**src/hdl/packed_pointer_hash_table_unit_macros.svh**
```systemverilog
// assertion macros for the packed pointer hash table unit
`ifndef PACKED_POINTER_HASH_TABLE_UNIT_MACROS_SVH
`define PACKED_POINTER_HASH_TABLE_UNIT_MACROS_SVH

// same-cycle implication, checked outside reset
`define PPH_ASSERT_NOW(label, clk, rst_n, ante, cons, msg) \
  label: assert property (@(posedge clk) disable iff (!rst_n) (ante) |-> (cons)) \
    else $error(msg);

// next-cycle implication, checked outside reset
`define PPH_ASSERT_NEXT(label, clk, rst_n, ante, cons, msg) \
  label: assert property (@(posedge clk) disable iff (!rst_n) (ante) |=> (cons)) \
    else $error(msg);

`endif

```
**src/hdl/pph_pkg.sv**
```systemverilog
// shared types and constants of the packed pointer hash table unit
package pph_pkg;

  localparam int unsigned PTR_W_DEF       = 16;
  localparam int unsigned TABLE_DEPTH_DEF = 65536;

  localparam int unsigned FLD_PTR_W  = 16;
  localparam int unsigned FLD_HASH_W = 64;
  localparam int unsigned FLD_IDX_W  = 16;
  localparam int unsigned CNT_W      = 17;
  localparam int unsigned BIT_CNT_W  = 6;

  localparam logic [15:0] TABLE_ENTRIES_RST = 16'd65521;

  typedef enum logic [0:0] {
    CMD_INSERT = 1'b0,
    CMD_FIND   = 1'b1
  } cmd_t;

  typedef enum logic [1:0] {
    STS_OK     = 2'd0,
    STS_FULL   = 2'd1,
    STS_NOSLOT = 2'd2
  } status_t;

  // controller to datapath
  typedef struct packed {
    logic clr_en;
    logic load;
    logic mod_step;
    logic set_idx;
    logic rd;
    logic wr;
    logic adv;
    logic resp_full;
    logic resp_ins;
    logic resp_noslot;
    logic resp_find;
  } dp_cmd_t;

  // datapath to controller
  typedef struct packed {
    logic clr_done;
    logic mod_done;
    logic is_find;
    logic full;
    logic slot_free;
    logic tries_out;
  } dp_sts_t;

endpackage

```
**src/hdl/pph_ctrl.sv**
```systemverilog
// controller state machine of the packed pointer hash table unit
module pph_ctrl import pph_pkg::*; (
  input  logic    clk,
  input  logic    rst_n,
  input  logic    in_valid,
  output logic    in_ready,
  output logic    out_valid,
  input  logic    out_ready,
  output dp_cmd_t cmd,
  input  dp_sts_t sts
);

  typedef enum logic [5:0] {
    ST_CLEAR = 6'b000001,
    ST_IDLE  = 6'b000010,
    ST_MOD   = 6'b000100,
    ST_IDX   = 6'b001000,
    ST_RD    = 6'b010000,
    ST_CHK   = 6'b100000
  } state_t;

  state_t state_r, state_nxt;
  logic   resp_r, resp_nxt;

  always_comb begin
    state_nxt = state_r;
    resp_nxt  = resp_r;
    cmd       = '0;
    if (resp_r && out_ready) begin
      resp_nxt = 1'b0;
    end
    case (state_r)
      ST_CLEAR: begin
        cmd.clr_en = 1'b1;
        if (sts.clr_done) state_nxt = ST_IDLE;
      end
      ST_IDLE: begin
        if (in_valid && !resp_r) begin
          cmd.load  = 1'b1;
          state_nxt = ST_MOD;
        end
      end
      ST_MOD: begin
        cmd.mod_step = 1'b1;
        if (sts.mod_done) state_nxt = ST_IDX;
      end
      ST_IDX: begin
        if (!sts.is_find && sts.full) begin
          cmd.resp_full = 1'b1;
          resp_nxt      = 1'b1;
          state_nxt     = ST_IDLE;
        end else begin
          cmd.set_idx = 1'b1;
          state_nxt   = ST_RD;
        end
      end
      ST_RD: begin
        cmd.rd    = 1'b1;
        state_nxt = ST_CHK;
      end
      ST_CHK: begin
        if (sts.is_find) begin
          cmd.resp_find = 1'b1;
          resp_nxt      = 1'b1;
          state_nxt     = ST_IDLE;
        end else if (sts.slot_free) begin
          cmd.wr       = 1'b1;
          cmd.resp_ins = 1'b1;
          resp_nxt     = 1'b1;
          state_nxt    = ST_IDLE;
        end else if (sts.tries_out) begin
          cmd.resp_noslot = 1'b1;
          resp_nxt        = 1'b1;
          state_nxt       = ST_IDLE;
        end else begin
          cmd.adv   = 1'b1;
          state_nxt = ST_RD;
        end
      end
      default: state_nxt = ST_CLEAR;
    endcase
  end

  always_ff @(posedge clk) begin
    if (!rst_n) begin
      state_r <= ST_CLEAR;
      resp_r  <= 1'b0;
    end else begin
      state_r <= state_nxt;
      resp_r  <= resp_nxt;
    end
  end

  assign in_ready  = (state_r == ST_IDLE) && !resp_r;
  assign out_valid = resp_r;

endmodule

```
**config.mk**
```make
export PLATFORM = sky130hd
export DESIGN_NAME = pph_ctrl
export DESIGN_NICKNAME = d
export VERILOG_FILES = /design/src/hdl/packed_pointer_hash_table_unit_macros.svh /design/src/hdl/pph_pkg.sv /design/src/hdl/pph_ctrl.sv
export SDC_FILE = /design/constraint.sdc
export NUM_CORES = 1
export LEC_CHECK = 0
export BUFFER_PORTS_ARGS = -buffer_cell sky130_fd_sc_hd__buf_2
export CAP_MARGIN = 5
export CORE_AREA = 2 2 42 44
export DETAILED_ROUTE_END_ITERATION = 8
export DIE_AREA = 0 0 44 46
export GPL_TIMING_DRIVEN = 0
export PLACE_DENSITY = 0.65
export SLEW_MARGIN = 20
export SYNTH_ARGS = -nofsm -noshare
export SYNTH_HDL_FRONTEND = slang
export SYNTH_SLANG_ARGS = --single-unit
```
**constraint.sdc**
```tcl
create_clock -name clk -period 3.7 [get_ports clk]
set_input_delay 0.74 -clock clk [delete_from_list [all_inputs] [get_ports clk]]
set_output_delay 0.74 -clock clk [all_outputs]
set_load 0.03 [all_outputs]
```
==> results of run 1 <==
-- worst min path at each step --
| stage | end | cells past startpoint |
|---|---|---|
| floorplan | out_valid$_SDFF_PN0_ | 3 |
| global placement | out_valid$_SDFF_PN0_ | 2 |
| detailed placement | out_valid$_SDFF_PN0_ | 2 |
| CTS | out_valid$_SDFF_PN0_ | 2 |
| global route | out_valid$_SDFF_PN0_ | 2 |
| finish | out_valid$_SDFF_PN0_ | 2 |
-- critical path: cells and delay by family, from the launching register on --
kind,cells,cell delay (ns)
AND/OR/NAND/NOR,3,0.83
flip-flops,1,0.35
buffers and inverters,2,0.32
-- registers in the layout, indices dropped and copies added (netlist names) --
name       count
out_valid      1
state_r        6
-- per-layer routing --
metal / share of wire / up-vias / GRT usage
li1: - / 247 / -
met3: 0.086 / 2 / 0.0397
met2: 0.48 / 20 / 0.168
met4: 0.0038 / 0 / 0.0545
met1: 0.43 / 217 / 0.140
met5: 0 / - / 0
-- report_power, final --
part	leakage [nW]	switching, W	internal (W)
Clock	0.0150	0.0000309	0.0000413
Combinational	0.242	0.0000911	0.0000579
Sequential	0.0570	0.0000237	0.0000906
Total	0.314	0.000146	0.000190
-- kinds of logic after synthesis --
family	share of synthesized area
and+or+nand+nor	0.507
AOI/OAI and AO/OA	0.116
DFF	0.310
buffers and inverters	0.0665
-- through the flow --
step | instance area, sq um | hold slack, ns | total power (W) | utilization
after floorplan | 452 | 0.615 | 0.000225 | -
after global placement | 583 | 0.498 | 0.000262 | 0.361
after detailed placement | 583 | 0.511 | 0.000263 | 0.361
after CTS | 609 | 0.519 | 0.000335 | 0.378
after global routing | 609 | 0.546 | 0.000359 | 0.378
final | 609 | 0.513 | 0.000336 | 0.378
-- layout by cell type, fill, tap and decap left out, drive strengths merged, types with 2 or more instances in the layout --
cell type,Yosys,layout
nand2,5,5
nor2b,2,2
nor4,3,3
clkbuf,0,4
and3,2,2
nand4,2,2
buf,1,23
nand3,3,3
dfxtp,7,7
a21oi,2,2
nor2,5,5
nand2b,2,2
inv,6,6
nor4b,2,2
-- layout make-up --
type | instances | area [sq um] | share of cell area
clock buffer | 4 | 26.3 | 0.0431
timing repair buffer | 22 | 110 | 0.181
inverter | 6 | 22.5 | 0.0370
multi-input combinational | 40 | 282 | 0.462
buffer | 1 | 7.51 | 0.0123
sequential | 7 | 140 | 0.230
tap | 17 | 21.3 | 0.0349
==> out/metrics.cfg, run 1 <==
[logic_synthesis]
synth_commonest_cells = dfxtp_1 (7), inv_1 (6), nor2_1 (5), nand2_1 (4), nand3_1 (3)
ys_ff_latch = 7
synth_warnings = 0
synth_area_leaders = dfxtp_1 (31%), nor4_4 (9.4%), inv_1 (5.0%)
async_flop_share = 0
synth_cell_types = 27
synth_top_area_cell = dfxtp_1
postSynthCellCount = 54
synth_edf_count = 0
yosysSeqAreaShare = 0.310
synth_top_cell_area_share = 0.310
yosysMostFrequentCell = dfxtp_1
synthFlopType = dfxtp_1
avgSynthCellArea_sq_um = 8.36
syn_nets = 64
syn-cell-area_sq_um = 452

[worst_setup_path]
worstPathMaxFanout = 5
critPathMaxStageDelay_ns = 0.41
crit_type = reg -> out
crit_path_end = cmd[5]
worst-endpoint-arrival_ns = 1.75
slowest_stage = nor4_4
crit_chain = nor4_4 -> nand2_2 -> nor3b_1 -> buf_4 -> buf_2
cp-startpoint = state_r[2]$_SDFFE_PN0P_
worstSetupStartpointType = register
endpoint_kind = output pin
r2r-start = state_r[0]$_SDFFE_PN1P_
worstPathRequired_ns = 2.96
r2r_setup_slack_ns = 2.31
r2r_cells = 4
r2r_end = state_r[1]$_SDFFE_PN0P_

[floorplanning]
die-area_sq_mm = 0.00202
rows = 15
boundaryPins = 23
die_h_microns = 46
start_util = 0.280
die_x_microns = 44
core_sq_mm = 0.00161

[cts]
cts_setup_buffers = 0
h-tree-depth = 1
cts_tree = done
clock_latency_ns = 0.26
numCtsBuffers = 3
cts_num_sinks = 7
cts_root_buf = clkbuf_4
clockBufferDepth = 2
ctsResizeCount = 0
cts_hold_buf = 0
path_clk_slew_ns = 0.05

[hold_path]
worstHoldStart = out_valid$_SDFF_PN0_
hold_class = reg -> reg

[sta]
hold_viol_final = 0
drv_slew = 0
fmax_mhz = 402
tns_ns = 0
relSlewSlack = 0.752
setup_viol = 0
skew_ns = 0.00360
finalCriticalPeriod_ns = 2.49
period_share = 0.672
rsz0062_at_grt = false
worst_slew_pin_slew_ns = 0.367
setup_ws_ns = 1.21

[drt]
drt-vias-per-instance = 5.01
post-route-drc-count = 0
wirelength_microns = 1070
vias = 486
wire_per_inst_microns = 11.0
ant_nets = 0
drt_iter0_markers = 14
dr.pass1.iters = 4

[pwr]
ir_drop_mv = 0.221
power_density_mw_per_mm2 = 551
power_leakage_nw = 0.314

[global_routing]
grt_pass1_wl_microns = 1610
grt_pass1_vias = 393
grt_usage = 0.111
antenna_found_initial = 0
grt_max_degree = 7
overflow = 0

[finish]
nets = 91
diodes = 0
area_delta_synth_final_pct = 34.9
final_cells = 97
fillers = 189
drive_above_1_share = 0.388

[run_status]
status = complete, no violations

[placement]
pre_cts_ws_ns = 1.46
hpwl_microns = 864
globalplace.congestion = 0.779
place_inst = 93
io_buffers = 22

[job]
max-cap-violations = 0

Power figures use the tool's default switching activity.
==> run 2, diff against run 1 <==
PLACE_DENSITY = 0.67   (was 0.65)
clock period = 2.25 ns   (was 3.7 ns; I/O delays follow)
==> run 2 against run 1 <==
Final area grew 1.8%. Total power increased by 65%. Core utilization is 0.70 points higher. Flip-flop and latch count stayed put. Worst setup slack got worse by 1.1 ns. Cell count stayed put. Register-to-register slack worse by 1.5 ns. Sequential share of layout area shrank 0.42 points. Combinational power increased by 66%. Clock skew down 0.0029 ns. Largest cell class unchanged. Highest routed layer unchanged.
==> out/metrics.cfg, run 2 (synthesis results as in run 1) <==
[run_status]
status = complete, no violations

[drt]
wire_per_inst_microns = 11.2  ; +1.8%
ant_nets = 0  ; unchanged
met1Wirelength_microns = 477  ; +5.3%
wl_met3_microns = 56  ; -39%
highest_layer = met4
vias = 507  ; +4.3%
drt_iter0_markers = 14  ; unchanged
dr.pass1.iters = 4  ; unchanged
wirelength_microns = 1080  ; +1.8%
post-route-drc-count = 0  ; unchanged
wl_met2_microns = 534  ; +3.7%
drt-vias-per-instance = 5.23  ; +4.3%

[sta]
drv_slew = 0  ; unchanged
worst_slew_pin_slew_ns = 0.342  ; -0.0252 ns
relSlewSlack = 0.770  ; +0.0190
hold_viol_final = 0  ; unchanged
fmax_mhz = 467
period_share = 0.951
rsz0062_at_grt = false
skew_ns = 0.000735  ; -0.00286 ns
hold_slack_ns = 0.427  ; -0.0863 ns
tns_ns = 0  ; unchanged
setup_viol = 0  ; unchanged
setup_ws_ns = 0.111  ; -1.10 ns
finalCriticalPeriod_ns = 2.14

[pwr]
ir_drop_mv = 0.453  ; +100%
power_leakage_nw = 0.316  ; +0.67%
power_density_mw_per_mm2 = 892  ; +62%
power_w = 0.000554  ; +65%

[floorplanning]
die_x_microns = 44  ; unchanged
start_util = 0.280  ; unchanged
boundaryPins = 23  ; unchanged
die_h_microns = 46  ; unchanged
die-area_sq_mm = 0.00202  ; unchanged
core_sq_mm = 0.00161  ; unchanged
rows = 15  ; unchanged

[worst_setup_path]
worstPathMaxFanout = 5  ; unchanged
crit_type = reg -> out
worstPathRequired_ns = 1.80  ; -1.16 ns
crit_buf_inv = 2  ; unchanged
critPathMaxStageDelay_ns = 0.40  ; about the same
crit_chain = nor4_4 -> nand2_2 -> nor3b_2 -> buf_4 -> buf_2
slowest_stage = nor4_4
endpoint_kind = output pin
worstSetupStartpointType = register
worst-endpoint-arrival_ns = 1.69  ; -0.06 ns
crit_family = simple AND/OR/NAND/NOR gates

[cts]
path_clk_slew_ns = 0.05  ; about the same
cts_hold_buf = 0  ; unchanged
clockBufferDepth = 2  ; unchanged
cts_num_sinks = 7  ; unchanged
cts_setup_buffers = 0  ; unchanged
clock_latency_ns = 0.24  ; -0.02 ns
cts_tree = done
h-tree-depth = 1  ; unchanged
ctsResizeCount = 0  ; unchanged
cts_root_buf = clkbuf_4
numCtsBuffers = 3  ; unchanged

[finish]
diodes = 0  ; unchanged
layout_commonest_cell = buf_2
area_delta_synth_final_pct = 37.4
final_core_util = 0.384  ; +0.00698
nets = 91  ; unchanged
top_register = state_r
final_cell_mix = buf_2 (22), dfxtp_1 (7), inv_1 (6)
largest_reg_flops = 6  ; unchanged
drive_above_1_share = 0.413  ; +0.0250

[global_routing]
grt_pass1_wl_microns = 1580  ; -1.7%
antenna_found_initial = 0  ; unchanged
overflow = 0  ; unchanged
grt_max_degree = 7  ; unchanged
grt_usage = 0.104  ; -0.00759
grt_pass1_vias = 401  ; +2.0%

[placement]
io_buffers = 22  ; unchanged
pre_cts_ws_ns = 0.370  ; -1.09 ns
globalplace.congestion = 0.775  ; -0.42%
hpwl_microns = 876  ; +1.4%

[hold_path]
hold_class = in -> reg

[job]
max-cap-violations = 0  ; unchanged

## run 2: cell counts in the layout (fill, tap and decap cells not counted)
Identical to the previous run, type by type.
## run 2: layout make-up
type	count	area, sq um
Sequential cell	7	140
Inverter	6	22.5
Buffer	1	7.51
Tap cell	17	21.3
Clock buffer	4	26.3
Multi-Input combinational cell	40	293
Fill cell	168	993
Timing Repair Buffer	22	110
## run 2: final timing paths
kind,startpoint,end,slack (ns),depth (start not counted)
worst max-delay path,state_r[2]$_SDFFE_PN0P_,cmd[5],0.11,5
worst min-delay path,sts[4],state_r[3]$_SDFFE_PN0P_,0.43,3
worst max register to register,state_r[0]$_SDFFE_PN1P_,state_r[1]$_SDFFE_PN0P_,0.85,4
worst min register to register,out_valid$_SDFF_PN0_,out_valid$_SDFF_PN0_,0.51,2
## run 2: worst min-delay path: stages
cell and delay (ns):
buf_2 0.10, nand2_1 0.05, nor2_1 0.03
## run 2: power breakdown
group | leakage, nW | total, W | switching (W) | internal (W)
Combinational | 0.244 | 0.000247 | 0.000152 | 0.0000953
Sequential | 0.0570 | 0.000192 | 0.0000432 | 0.000149
Clock | 0.0150 | 0.000114 | 0.0000467 | 0.0000677
Total | 0.316 | 0.000554 | 0.000242 | 0.000312
## run 2: metal layers
metal / vias to the layer above / global-route usage
met5: - / 0
met4: 0 / 0.0364
met3: 2 / 0.0238
met2: 22 / 0.185
met1: 232 / 0.121
li1: 251 / -
## run 2: stage by stage
stage	cells	cell area [sq um]
3_5_place_dp	93	594
6_report	97	621
5_1_grt	97	621
3_3_place_gp	93	594
2_1_floorplan	54	463
4_1_cts	97	621
==> run 3, diff against run 2 <==
PLACE_DENSITY = 0.65   (was 0.67)
SETUP_SLACK_MARGIN = 0.2   (was default)
clock period = 2.66 ns   (was 2.25 ns; I/O delays follow)
==> run 3 against run 2 <==
Via count shrank 5.9%. Clock-buffer cell count is the same. Worst hold slack improved by 0.077 ns. Worst setup slack gained 0.34 ns. Sequential share of layout area is 0.23 points higher. Clock skew is 0.0043 ns higher. First-iteration DRC count increased by 21%. Cell count unchanged. Flip-flop and latch count unchanged. Critical path depth shrank 1. Die area is the same.
==> out/metrics.cfg, run 3 (synthesis results as in run 1) <==
[run_status]
status = complete, no violations

[job]
max-cap-violations = 0  ; unchanged

[hold_path]
hold_class = in -> reg

[global_routing]
grt_pass1_wl_microns = 1610  ; +2.2%
overflow = 0  ; unchanged
antenna_found_initial = 0  ; unchanged
grt_pass1_vias = 408  ; +1.7%
grt_usage = 0.116  ; +0.0126
grt_max_degree = 7  ; unchanged

[worst_setup_path]
crit_type = reg -> out
worst-endpoint-arrival_ns = 1.67  ; -0.02 ns
worstSetupStartpointType = register
endpoint_kind = output pin
worstPathRequired_ns = 2.13  ; +0.33 ns
worstPathMaxFanout = 5  ; unchanged

[floorplanning]
core_sq_mm = 0.00161  ; unchanged
die_h_microns = 46  ; unchanged
start_util = 0.280  ; unchanged
rows = 15  ; unchanged
die-area_sq_mm = 0.00202  ; unchanged
die_x_microns = 44  ; unchanged
boundaryPins = 23  ; unchanged

[sta]
hold_viol_final = 0  ; unchanged
tns_ns = 0  ; unchanged
period_share = 0.829
rsz0062_at_grt = false
relSlewSlack = 0.781  ; +0.0106
finalCriticalPeriod_ns = 2.21
fmax_mhz = 453
drv_slew = 0  ; unchanged
worst_slew_pin_slew_ns = 0.326  ; -0.0158 ns
setup_viol = 0  ; unchanged
skew_ns = 0.00506  ; +0.00432 ns

[drt]
wire_per_inst_microns = 10.7  ; -4.0%
dr.pass1.iters = 5  ; +1
wirelength_microns = 1040  ; -4.0%
vias = 477  ; -5.9%
ant_nets = 0  ; unchanged
drt_iter0_markers = 17  ; +3
post-route-drc-count = 0  ; unchanged
drt-vias-per-instance = 4.92  ; -5.9%

[finish]
top_register = state_r
multi_input_area_sq_um = 287  ; -2.1%
layout_commonest_cell = buf_2
largest_reg_flops = 6  ; unchanged
diodes = 0  ; unchanged
drive_above_1_share = 0.400  ; -0.0125
fillers = 182  ; +8.3%
seqCellArea_sq_um = 140  ; unchanged
final_cells = 97  ; unchanged
area_delta_synth_final_pct = 36.0
final_cell_mix = buf_2 (22), dfxtp_1 (7), inv_1 (6)
nets = 91  ; unchanged

[cts]
h-tree-depth = 1  ; unchanged
cts_tree = done
ctsResizeCount = 0  ; unchanged
numCtsBuffers = 3  ; unchanged
cts_root_buf = clkbuf_4
cts_setup_buffers = 0  ; unchanged
path_clk_slew_ns = 0.05  ; about the same
clock_latency_ns = 0.25  ; about the same
clockBufferDepth = 2  ; unchanged
cts_num_sinks = 7  ; unchanged
cts_hold_buf = 0  ; unchanged

[placement]
hpwl_microns = 847  ; -3.3%
io_buffers = 22  ; unchanged
place_inst = 93  ; unchanged
globalplace.congestion = 0.796  ; +2.7%

[pwr]
power_leakage_nw = 0.315  ; -0.34%
power_density_mw_per_mm2 = 758  ; -15%
ir_drop_mv = 0.390  ; -14%

## run 3: per-layer routing
layer	GRT usage	vias up	wire, microns
met1	0.114	210	416
met2	0.194	20	538
li1	-	247	-
met4	0.0545	0	0
met5	0	-	0
met3	0.0714	0	86
## run 3: final timing paths
check	startpoint	slack (ns)	cells after the start	end
max	state_r[2]$_SDFFE_PN0P_	0.45	4	cmd[1]
min reg2reg	out_valid$_SDFF_PN0_	0.52	2	out_valid$_SDFF_PN0_
max reg2reg	state_r[4]$_SDFFE_PN0P_	1.28	4	state_r[1]$_SDFFE_PN0P_
min	sts[4]	0.50	3	state_r[3]$_SDFFE_PN0P_
## run 3: power by group
part           switching (W)  internal [W]  total (W)  leakage, nW
Combinational       0.000130     0.0000806   0.000211        0.243
Clock              0.0000394     0.0000572  0.0000966       0.0150
Sequential         0.0000325      0.000126   0.000159       0.0570
## run 3: area by class of cell
cell class	count	area share
Timing Repair Buffer	22	0.179
Tap cell	17	0.0346
Sequential cell	7	0.228
Multi-Input combinational cell	40	0.466
Clock buffer	4	0.0428
Buffer	1	0.0122
Inverter	6	0.0367
## run 3: per-stage QoR
step | setup WS (ns) | total power [W] | instance area [sq um] | utilization | hold slack (ns)
6_report | 0.454 | 0.000466 | 614 | 0.381 | 0.504
3_5_place_dp | 0.702 | 0.000367 | 588 | 0.364 | 0.515
4_1_cts | 0.425 | 0.000470 | 614 | 0.381 | 0.491
5_1_grt | 0.335 | 0.000502 | 614 | 0.381 | 0.528
3_3_place_gp | 0.728 | 0.000366 | 588 | 0.364 | 0.501
2_1_floorplan | 0.212 | 0.000313 | 457 | - | 0.615
## run 3: critical path, stage by stage, from the launching register on
cell and delay (ns):
dfxtp_1 0.35, nor4_4 0.39, nand2_2 0.16, nor4b_1 0.29, buf_2 0.25
